<file path="config.mk">
export PLATFORM = sky130hd
export DESIGN_NAME = hysteresis_activity_segmenter
export DESIGN_NICKNAME = d
export VERILOG_FILES = /design/src/rtl/has_pkg.sv /design/src/rtl/has_lane.sv /design/src/rtl/has_merge.sv /design/src/rtl/hysteresis_activity_segmenter.sv
export VERILOG_INCLUDE_DIRS = /design/src /design/src/rtl
export SDC_FILE = /design/constraint.sdc
export NUM_CORES = 1
export LEC_CHECK = 0
export BUFFER_PORTS_ARGS = -buffer_cell sky130_fd_sc_hd__buf_2
export CORE_MARGIN = 3
export CORE_UTILIZATION = 64
export DETAILED_ROUTE_END_ITERATION = 10
export GPL_TIMING_DRIVEN = 0
export PLACE_DENSITY = 0.86
export SETUP_SLACK_MARGIN = 0.02
export SYNTH_ARGS = -nofsm -noshare
export SYNTH_HDL_FRONTEND = slang
export SYNTH_SLANG_ARGS = --single-unit
export TNS_END_PERCENT = 5
</file>
<file path="constraint.sdc">
create_clock -name clk -period 4.57 [get_ports clk]
set_input_delay 1.1425 -clock clk [delete_from_list [all_inputs] [get_ports clk]]
set_output_delay 1.1425 -clock clk [all_outputs]
set_load 0.03 [all_outputs]
</file>
<file path="src/rtl/hysteresis_activity_segmenter_defines.svh">
// ---------------------------------------------------------------------------
// Hysteresis activity segmenter assertion macros
// Shared concurrent assertion forms, clocked on clk, off during reset.
// ---------------------------------------------------------------------------
`ifndef HYSTERESIS_ACTIVITY_SEGMENTER_DEFINES_SVH
`define HYSTERESIS_ACTIVITY_SEGMENTER_DEFINES_SVH

// same-cycle implication
`define HAS_ASSERT_NOW(lbl, ante, cons, msg) \
    lbl: assert property (@(posedge clk) disable iff (!rst_n) (ante) |-> (cons)) \
        else $error(msg);

// next-cycle implication
`define HAS_ASSERT_NEXT(lbl, ante, cons, msg) \
    lbl: assert property (@(posedge clk) disable iff (!rst_n) (ante) |=> (cons)) \
        else $error(msg);

`endif

</file>
<file path="src/rtl/has_pkg.sv">
// ---------------------------------------------------------------------------
// Hysteresis activity segmenter package
// Sizes, register indexes and the types shared by the lanes and the merge.
// ---------------------------------------------------------------------------
package has_pkg;

    localparam int CLASS_LANES = 4;
    localparam int FRAME_BITS  = 16;
    localparam int SCORE_BITS  = 16;

    localparam int CLASS_BITS     = (CLASS_LANES > 1) ? $clog2(CLASS_LANES) : 1;
    localparam int CLASS_CNT_BITS = 3;
    localparam int CFG_IDX_BITS   = 2;
    localparam int CFG_DATA_BITS  = SCORE_BITS;

    localparam int S_DATA_BITS  = ((CLASS_LANES * SCORE_BITS + 7) / 8) * 8;
    localparam int M_FIELD_BITS = CLASS_BITS + 2 * FRAME_BITS;
    localparam int M_DATA_BITS  = ((M_FIELD_BITS + 7) / 8) * 8;

    typedef logic [FRAME_BITS-1:0] frame_t;
    typedef logic [SCORE_BITS-1:0] score_t;

    localparam frame_t FRAME_MAX   = '1;
    localparam score_t LEVEL_RESET = score_t'(1) << (SCORE_BITS - 1);
    localparam logic [CLASS_CNT_BITS-1:0] CLASSES_RESET = CLASS_CNT_BITS'(CLASS_LANES);

    typedef enum logic [CFG_IDX_BITS-1:0] {
        CFG_ONSET   = 2'd0,
        CFG_OFFSET  = 2'd1,
        CFG_CLASSES = 2'd2
    } cfg_reg_e;

    // per-frame context broadcast to all lanes
    typedef struct packed {
        logic   first;
        logic   last;
        frame_t frame;
        score_t onset;
        score_t offset;
    } frame_ctl_t;

    // what one lane reports for the accepted frame
    typedef struct packed {
        logic   emit;
        frame_t start;
    } lane_res_t;

endpackage

</file>
<file path="src/rtl/has_lane.sv">
// ---------------------------------------------------------------------------
// Hysteresis lane
// Two-level threshold tracker for one class: active flag and start frame.
// ---------------------------------------------------------------------------
module has_lane (
    input  logic                clk,
    input  logic                rst_n,
    input  logic                accept,
    input  logic                in_use,
    input  has_pkg::score_t     score,
    input  has_pkg::frame_ctl_t ctl,
    output has_pkg::lane_res_t  res
);

    logic            active_reg;
    logic            active_next;
    has_pkg::frame_t start_reg;
    has_pkg::frame_t start_next;

    always_comb
    begin
        active_next = active_reg;
        start_next  = start_reg;
        res.emit    = 1'b0;
        res.start   = start_reg;
        if (!in_use)
        begin
            active_next = 1'b0;
            start_next  = '0;
        end
        else if (ctl.first)
        begin
            active_next = (score > ctl.onset);
            start_next  = '0;
            res.start   = '0;
            res.emit    = ctl.last && active_next;
        end
        else if (active_reg)
        begin
            if (score < ctl.offset || ctl.last)
            begin
                res.emit    = 1'b1;
                active_next = 1'b0;
            end
        end
        else if (score > ctl.onset)
        begin
            start_next  = ctl.frame;
            active_next = 1'b1;
            res.start   = ctl.frame;
            res.emit    = ctl.last;
        end
        if (ctl.last)
        begin
            active_next = 1'b0;
            start_next  = '0;
        end
    end

    always_ff @(posedge clk or negedge rst_n)
    begin
        if (!rst_n)
        begin
            active_reg <= 1'b0;
            start_reg  <= '0;
        end
        else if (accept)
        begin
            active_reg <= active_next;
            start_reg  <= start_next;
        end
    end

endmodule

</file>
<file path="src/rtl/has_merge.sv">
// ---------------------------------------------------------------------------
// Segment merge
// Captures the segments closed by one frame and sends them out one per
// request in rising class order.
// ---------------------------------------------------------------------------
module has_merge (
    input  logic                                       clk,
    input  logic                                       rst_n,
    input  logic                                       load,
    input  logic [has_pkg::CLASS_LANES-1:0]            emit,
    input  has_pkg::frame_t [has_pkg::CLASS_LANES-1:0] starts,
    input  has_pkg::frame_t                            end_frame,
    output logic                                       free,
    output logic                                       m_tvalid,
    input  logic                                       m_tready,
    output logic [has_pkg::M_DATA_BITS-1:0]            m_tdata,  // class_index, start_frame, end_frame
    output logic                                       m_tlast   // last_in_run
);

    logic [has_pkg::CLASS_LANES-1:0]            mask_reg;
    logic [has_pkg::CLASS_LANES-1:0]            mask_next;
    has_pkg::frame_t [has_pkg::CLASS_LANES-1:0] starts_reg;
    has_pkg::frame_t                            end_reg;
    logic [has_pkg::CLASS_BITS-1:0]             pick;

    always_comb
    begin
        pick = '0;
        for (int i = has_pkg::CLASS_LANES - 1; i >= 0; i--)
        begin
            if (mask_reg[i])
            begin
                pick = has_pkg::CLASS_BITS'(i);
            end
        end
    end

    assign m_tvalid = |mask_reg;
    assign m_tlast  = (mask_reg & (mask_reg - 1'b1)) == '0;
    assign m_tdata  = has_pkg::M_DATA_BITS'({end_reg, starts_reg[pick], pick});
    assign free     = !m_tvalid || (m_tready && m_tlast);

    always_comb
    begin
        mask_next = mask_reg;
        if (m_tvalid && m_tready)
        begin
            mask_next = mask_reg & (mask_reg - 1'b1);
        end
        if (load)
        begin
            mask_next = emit;
        end
    end

    always_ff @(posedge clk or negedge rst_n)
    begin
        if (!rst_n)
        begin
            mask_reg <= '0;
        end
        else
        begin
            mask_reg <= mask_next;
        end
    end

    always_ff @(posedge clk)
    begin
        if (load)
        begin
            starts_reg <= starts;
            end_reg    <= end_frame;
        end
    end

endmodule

</file>
<file path="src/rtl/hysteresis_activity_segmenter.sv">
// ---------------------------------------------------------------------------
// Hysteresis activity segmenter
// Per-class onset/offset thresholding of activity scores into segments.
// ---------------------------------------------------------------------------
// One frame of class scores is taken per request. A frame closing at most one
// segment does not block the next, so while m_tready is high such frames stream
// at one per clock; a frame closing n segments sends them one per cycle while
// m_tready is high, and the next frame is taken in the cycle the last leaves.
// The single result slot of the merge stage sets this rate. Segments come out
// in closing order, rising class within a frame, with tlast on the final one.
// The user writes levels and lane count only while idle; it is not enforced.
module hysteresis_activity_segmenter (
    input  logic                                 clk,
    input  logic                                 rst_n,
    input  logic                                 cfg_we,
    input  logic [has_pkg::CFG_IDX_BITS-1:0]     cfg_index,
    input  logic [has_pkg::CFG_DATA_BITS-1:0]    cfg_data,
    input  logic                                 s_tvalid,
    output logic                                 s_tready,
    input  logic [has_pkg::S_DATA_BITS-1:0]      s_tdata,  // score_0 .. score_3
    input  logic                                 s_tlast,  // last_frame
    output logic                                 m_tvalid,
    input  logic                                 m_tready,
    output logic [has_pkg::M_DATA_BITS-1:0]      m_tdata,  // class_index, start_frame, end_frame
    output logic                                 m_tlast   // last_in_run
);

`include "hysteresis_activity_segmenter_defines.svh"

    has_pkg::score_t                          onset_reg;
    has_pkg::score_t                          offset_reg;
    logic [has_pkg::CLASS_CNT_BITS-1:0]       classes_reg;
    has_pkg::frame_t                          frame_reg;
    has_pkg::frame_t                          frame_next;
    logic                                     accept;
    logic [has_pkg::CLASS_LANES-1:0]          in_use;
    logic [has_pkg::CLASS_LANES-1:0]          emit;
    has_pkg::frame_t [has_pkg::CLASS_LANES-1:0] starts;
    has_pkg::lane_res_t [has_pkg::CLASS_LANES-1:0] res;
    has_pkg::frame_ctl_t                      ctl;

    assign accept = s_tvalid && s_tready;

    always_ff @(posedge clk or negedge rst_n)
    begin
        if (!rst_n)
        begin
            onset_reg   <= has_pkg::LEVEL_RESET;
            offset_reg  <= has_pkg::LEVEL_RESET;
            classes_reg <= has_pkg::CLASSES_RESET;
        end
        else if (cfg_we)
        begin
            case (cfg_index)
                has_pkg::CFG_ONSET:   onset_reg   <= cfg_data[has_pkg::SCORE_BITS-1:0];
                has_pkg::CFG_OFFSET:  offset_reg  <= cfg_data[has_pkg::SCORE_BITS-1:0];
                has_pkg::CFG_CLASSES: classes_reg <= cfg_data[has_pkg::CLASS_CNT_BITS-1:0];
                default: ;
            endcase
        end
    end

    always_comb
    begin
        for (int i = 0; i < has_pkg::CLASS_LANES; i++)
        begin
            in_use[i] = (i == 0) || (has_pkg::CLASS_CNT_BITS'(i) < classes_reg);
        end
    end

    assign ctl.first  = (frame_reg == '0);
    assign ctl.last   = s_tlast;
    assign ctl.frame  = frame_reg;
    assign ctl.onset  = onset_reg;
    assign ctl.offset = offset_reg;

    always_comb
    begin
        if (s_tlast)
        begin
            frame_next = '0;
        end
        else if (frame_reg == has_pkg::FRAME_MAX)
        begin
            frame_next = frame_reg;
        end
        else
        begin
            frame_next = frame_reg + 1'b1;
        end
    end

    always_ff @(posedge clk or negedge rst_n)
    begin
        if (!rst_n)
        begin
            frame_reg <= '0;
        end
        else if (accept)
        begin
            frame_reg <= frame_next;
        end
    end

    for (genvar c = 0; c < has_pkg::CLASS_LANES; c++)
    begin : g_lane
        has_lane u_lane (
            .clk    (clk),
            .rst_n  (rst_n),
            .accept (accept),
            .in_use (in_use[c]),
            .score  (s_tdata[c*has_pkg::SCORE_BITS +: has_pkg::SCORE_BITS]),
            .ctl    (ctl),
            .res    (res[c])
        );
        assign emit[c]   = res[c].emit;
        assign starts[c] = res[c].start;
    end

    has_merge u_merge (
        .clk       (clk),
        .rst_n     (rst_n),
        .load      (accept),
        .emit      (emit),
        .starts    (starts),
        .end_frame (frame_reg),
        .free      (s_tready),
        .m_tvalid  (m_tvalid),
        .m_tready  (m_tready),
        .m_tdata   (m_tdata),
        .m_tlast   (m_tlast)
    );

    `HAS_ASSERT_NOW(a_take_on_final, s_tready && m_tvalid, m_tready && m_tlast, "frame taken with segments still queued")
    `HAS_ASSERT_NEXT(a_clear_on_last, accept && s_tlast, frame_reg == '0, "frame index not cleared after last frame")
    `HAS_ASSERT_NEXT(a_count_up, accept && !s_tlast && (frame_reg != has_pkg::FRAME_MAX), frame_reg == has_pkg::FRAME_BITS'($past(frame_reg) + 1'b1), "frame index did not advance")
    `HAS_ASSERT_NEXT(a_saturate, accept && !s_tlast && (frame_reg == has_pkg::FRAME_MAX), frame_reg == has_pkg::FRAME_MAX, "frame index left saturation")

endmodule
</file>
==> summary by stage <==
Worst setup path
The internal reg-to-reg setup slack is 1.19 ns. The signal on the critical path passes through clkbuf_1, nor3_2, clkbuf_1, mux4_2, buf_2. Counting stages on the worst path, the most repeated cell is sky130_fd_sc_hd__clkbuf_1. The classification of the worst setup path is reg2out. The depth of the worst register-to-register path is 9. The startpoint identified for the worst register-to-register timing path is onset_reg[15]. The launching element type of the critical path is a flip-flop. The worst setup path is captured at an output port. The endpoint arrival time on the critical path is 2.97 ns. The end of the worst register-to-register path is u_merge.starts_reg[28].

Along the worst path, the maximum fanout reaches 10. The maximum cell stage delay along the critical path is 0.70 ns. The number of buffers and inverters on the critical path is 3. The critical path's top delay family is buffers and inverters. At the worst endpoint, the required time is 3.43 ns. The slowest stage of the critical path belongs to the cell sky130_fd_sc_hd__nor3_2.

GRT
The maximum number of pins on one net before global-route repair is 90. The layer flagged by global routing as most heavily used is met2. The number of antenna violations at the first check in global routing is 0. The routing usage on met2 is 0.5314.

In the global route stage, met3 resource usage came out at 0.05961. The via count of the first global-routing pass is 9815. The routing usage on met1 is 0.4293.

The total congestion overflow after global routing is 0. The overall fraction of global-route tracks in use is 0.3225. The first global-routing pass estimated 51.86 mm of wire.

Worst hold path
The cell count of the worst hold path is 0. The worst hold path terminates at u_merge.end_reg[13]. The min-delay analysis places its worst path in the category reg2reg.

The source of the worst hold timing path is frame_reg[13].

Run
Max-cap violations in this run came to 0.

Timing
For this run, the top clock speed supported by timing is 242.9 MHz. The final number of setup-violating endpoints is 0. The final count of pins violating max slew is 0.

Subtracting the final worst setup slack from the clock period gives 4.117 ns. The final sum of negative setup slack is 0 ns. The count of final hold-check violations is 0. The headroom to the max-slew limit is 0.2701. Setup repair after global routing left no endpoint under its margin. The post-route clock period utilization is 0.9009. At the pin with the least slew margin, the transition time is 1.067 ns.

For the final database, setup skew stands at 0.02372 ns.

Pwr
The maximum vdd drop is 435.9 uV. The power per unit of standard cell area is 552.3 nW/um^2. For this design the static power due to leakage is 0.006059 uW.

Final layout
The number of nets in the layout is 1460. Across the whole layout, storage elements account for 5484 um^2. The ratio of cells with drive above 1 in the final layout is 0.2147. The multi-input gate area in the final layout is 6002 um^2. The post-route standard cell area excluding fillers is 13580 um^2. Compared with the post-synthesis result, the final layout area differs by 13.40%. The diode insertion count for antenna repair is 0. The number of fillers in the final layout is 1233.

Logic synthesis
In this run the cell area of the synthesized design comes to 11980 um^2. The warning count from the yosys run is 0. The distinct cell type count of the synthesized netlist is 85. The most instantiated flip-flop cell in the synthesis netlist is sky130_fd_sc_hd__dfrtp_1.

The average instance in the mapped netlist occupies 10.97 um^2. The number of flops mapped to enable cells by yosys is 80. The post-synthesis async set-or-reset flop share is 0.6059. The number of instances in the synthesized netlist is 1092. Of the synthesized area, sequential elements account for 0.4579. After synthesis the netlist holds a flip-flop and latch count of 203.

Floorplan
After floorplanning, the core was divided into 49 placement rows. The die is 142.8 um tall. From left edge to right edge, the die measures 142.8 um. The initial utilization of the core area, before any placement, comes to 0.6600. The die footprint is 20390 um^2. The core footprint is 18150 um^2. Pin placement for this block handled 131 I/O pins.

Clocking
The clock root buffer is sky130_fd_sc_hd__clkbuf_16. The clock network latency to the later pin of the worst-skew pair is 0.52 ns. Counting the buffers created by CTS gives 22.

The worst-case clock buffer depth is 3. The clock net in this run drives a total of 203 sinks. The number of gates resized after CTS is 0. In this run, post-CTS hold repair placed 0 buffers. Clock-pin slew was measured on the worst setup and hold paths at 0.06 ns.

The buffer count from post-CTS setup fixing is 0. TritonCTS built the clock tree. The CTS H-tree depth is 1.

Route
The number of vias per cell is 6.529. After detailed routing, the number of remaining DRC violations is 0. Across all layers, the routed design uses 9734 vias. For this run, the detailed router's first-pass iteration total came to 7. After the first detailed-routing iteration, the DRC count stood at 926. The number of antenna-violating nets in the routed design is 0. The routed wire length is 32.61 mm. In the final routed layout, each cell accounts on average for 21.87 um.

Placed design
The HPWL after detailed placement is 23.93 mm. The placement-stage cell area is 12940 um^2. The number of buffers inserted by port buffering is 124. At the end of routability-driven placement, the weighted congestion stood at 0.9103.

Outcome
The flow ran to the end, and the final reports show no timing, DRC or antenna violations.
how the worst max path moves through the flow:
stage                                   to           startpoint  slack (ns)  depth (start not counted)
global placement    u_merge.starts_reg[28]          s_tdata[31]        0.64                          9
detailed placement  u_merge.starts_reg[28]          s_tdata[31]        0.62                          9
global route                   m_tdata[16]  u_merge.mask_reg[1]        0.32                          5
finish                         m_tdata[16]  u_merge.mask_reg[1]        0.45                          5
CTS                            m_tdata[16]  u_merge.mask_reg[1]        0.46                          5
floorplan                         s_tready             m_tready        1.19                          4
power breakdown:
part	switching (uW)	internal, uW	leakage (uW)
registers	180	2410	0.00244
logic	2230	1040	0.00331
clock network	742	896	0.000304
total	3150	4350	0.00606
cells in the final DEF (no fill, tap or decap), types with 22 or more instances in the layout:
cell type / instances
sky130_fd_sc_hd__dfrtp_1: 120
sky130_fd_sc_hd__nor2_1: 47
sky130_fd_sc_hd__a22o_1: 58
sky130_fd_sc_hd__o21ai_1: 35
sky130_fd_sc_hd__inv_1: 44
sky130_fd_sc_hd__clkbuf_1: 28
sky130_fd_sc_hd__o21ai_0: 54
sky130_fd_sc_hd__edfxtp_1: 80
sky130_fd_sc_hd__buf_2: 145
sky130_fd_sc_hd__nand2_1: 156
sky130_fd_sc_hd__ha_1: 126
sky130_fd_sc_hd__a21oi_1: 47
sky130_fd_sc_hd__nand4_1: 26
sky130_fd_sc_hd__clkbuf_16: 22
area by class of cell:
type,instances,share of cell area
clock buffer,30,0.04275
buffer,60,0.02469
sequential,203,0.4038
clock inverter,10,0.004790
multi-input combinational,789,0.4419
inverter,45,0.01281
tap,229,0.02110
timing repair buffer,125,0.04818
routing by layer:
metal | vias up | share of wire
met5 | - | 0
met4 | 0 | 0.037
met3 | 108 | 0.079
met2 | 523 | 0.49
met1 | 4741 | 0.40
li1 | 4362 | -
cell usage after synthesis (22+ instances only):
library cell	instances	area (um^2)
sky130_fd_sc_hd__nand2_1	156	585.6
sky130_fd_sc_hd__ha_1	126	1577
sky130_fd_sc_hd__dfrtp_1	120	3003
sky130_fd_sc_hd__edfxtp_1	80	2402
sky130_fd_sc_hd__a22o_1	58	508.0
sky130_fd_sc_hd__o21ai_0	54	270.3
sky130_fd_sc_hd__a21oi_1	47	235.2
sky130_fd_sc_hd__nor2_1	47	176.4
sky130_fd_sc_hd__inv_1	44	165.2
sky130_fd_sc_hd__o21ai_1	35	175.2
sky130_fd_sc_hd__nand4_1	26	162.7
sky130_fd_sc_hd__buf_2	22	110.1
worst reg2reg max path, delay by kind of cell (launching register included):
family          cells  cell delay, ns
simple gates        3            1.10
compound gates      3            0.73
flops               1            0.52
buf+inv             2            0.46
fa+ha+maj           1            0.33
metrics by stage:
step                setup WS [ns]  instances  total power [uW]  utilization  hold slack, ns
floorplan                   1.188       1097              4853            -          0.4196
global placement           0.6401       1450              5723       0.7110          0.4251
detailed placement         0.6155       1451              5835       0.7128          0.4279
CTS                        0.4629       1491              7473       0.7484          0.4472
global route               0.3205       1491              7874       0.7484          0.4572
finish                     0.4528       1491              7501       0.7484          0.4455
cells by family after synthesis:
family / after synthesis / synth area share
muxes: 53 / 0.06310
AOI/OAI and AO/OA: 269 / 0.1554
other: 1 / 0.0003131
xor gates and xnor gates: 13 / 0.009507
buffers and inverters: 105 / 0.04252
and+or+nand+nor: 321 / 0.1388
adders and majority gates: 127 / 0.1325
DFF: 203 / 0.4579
(Power assumes the default switching activity.)
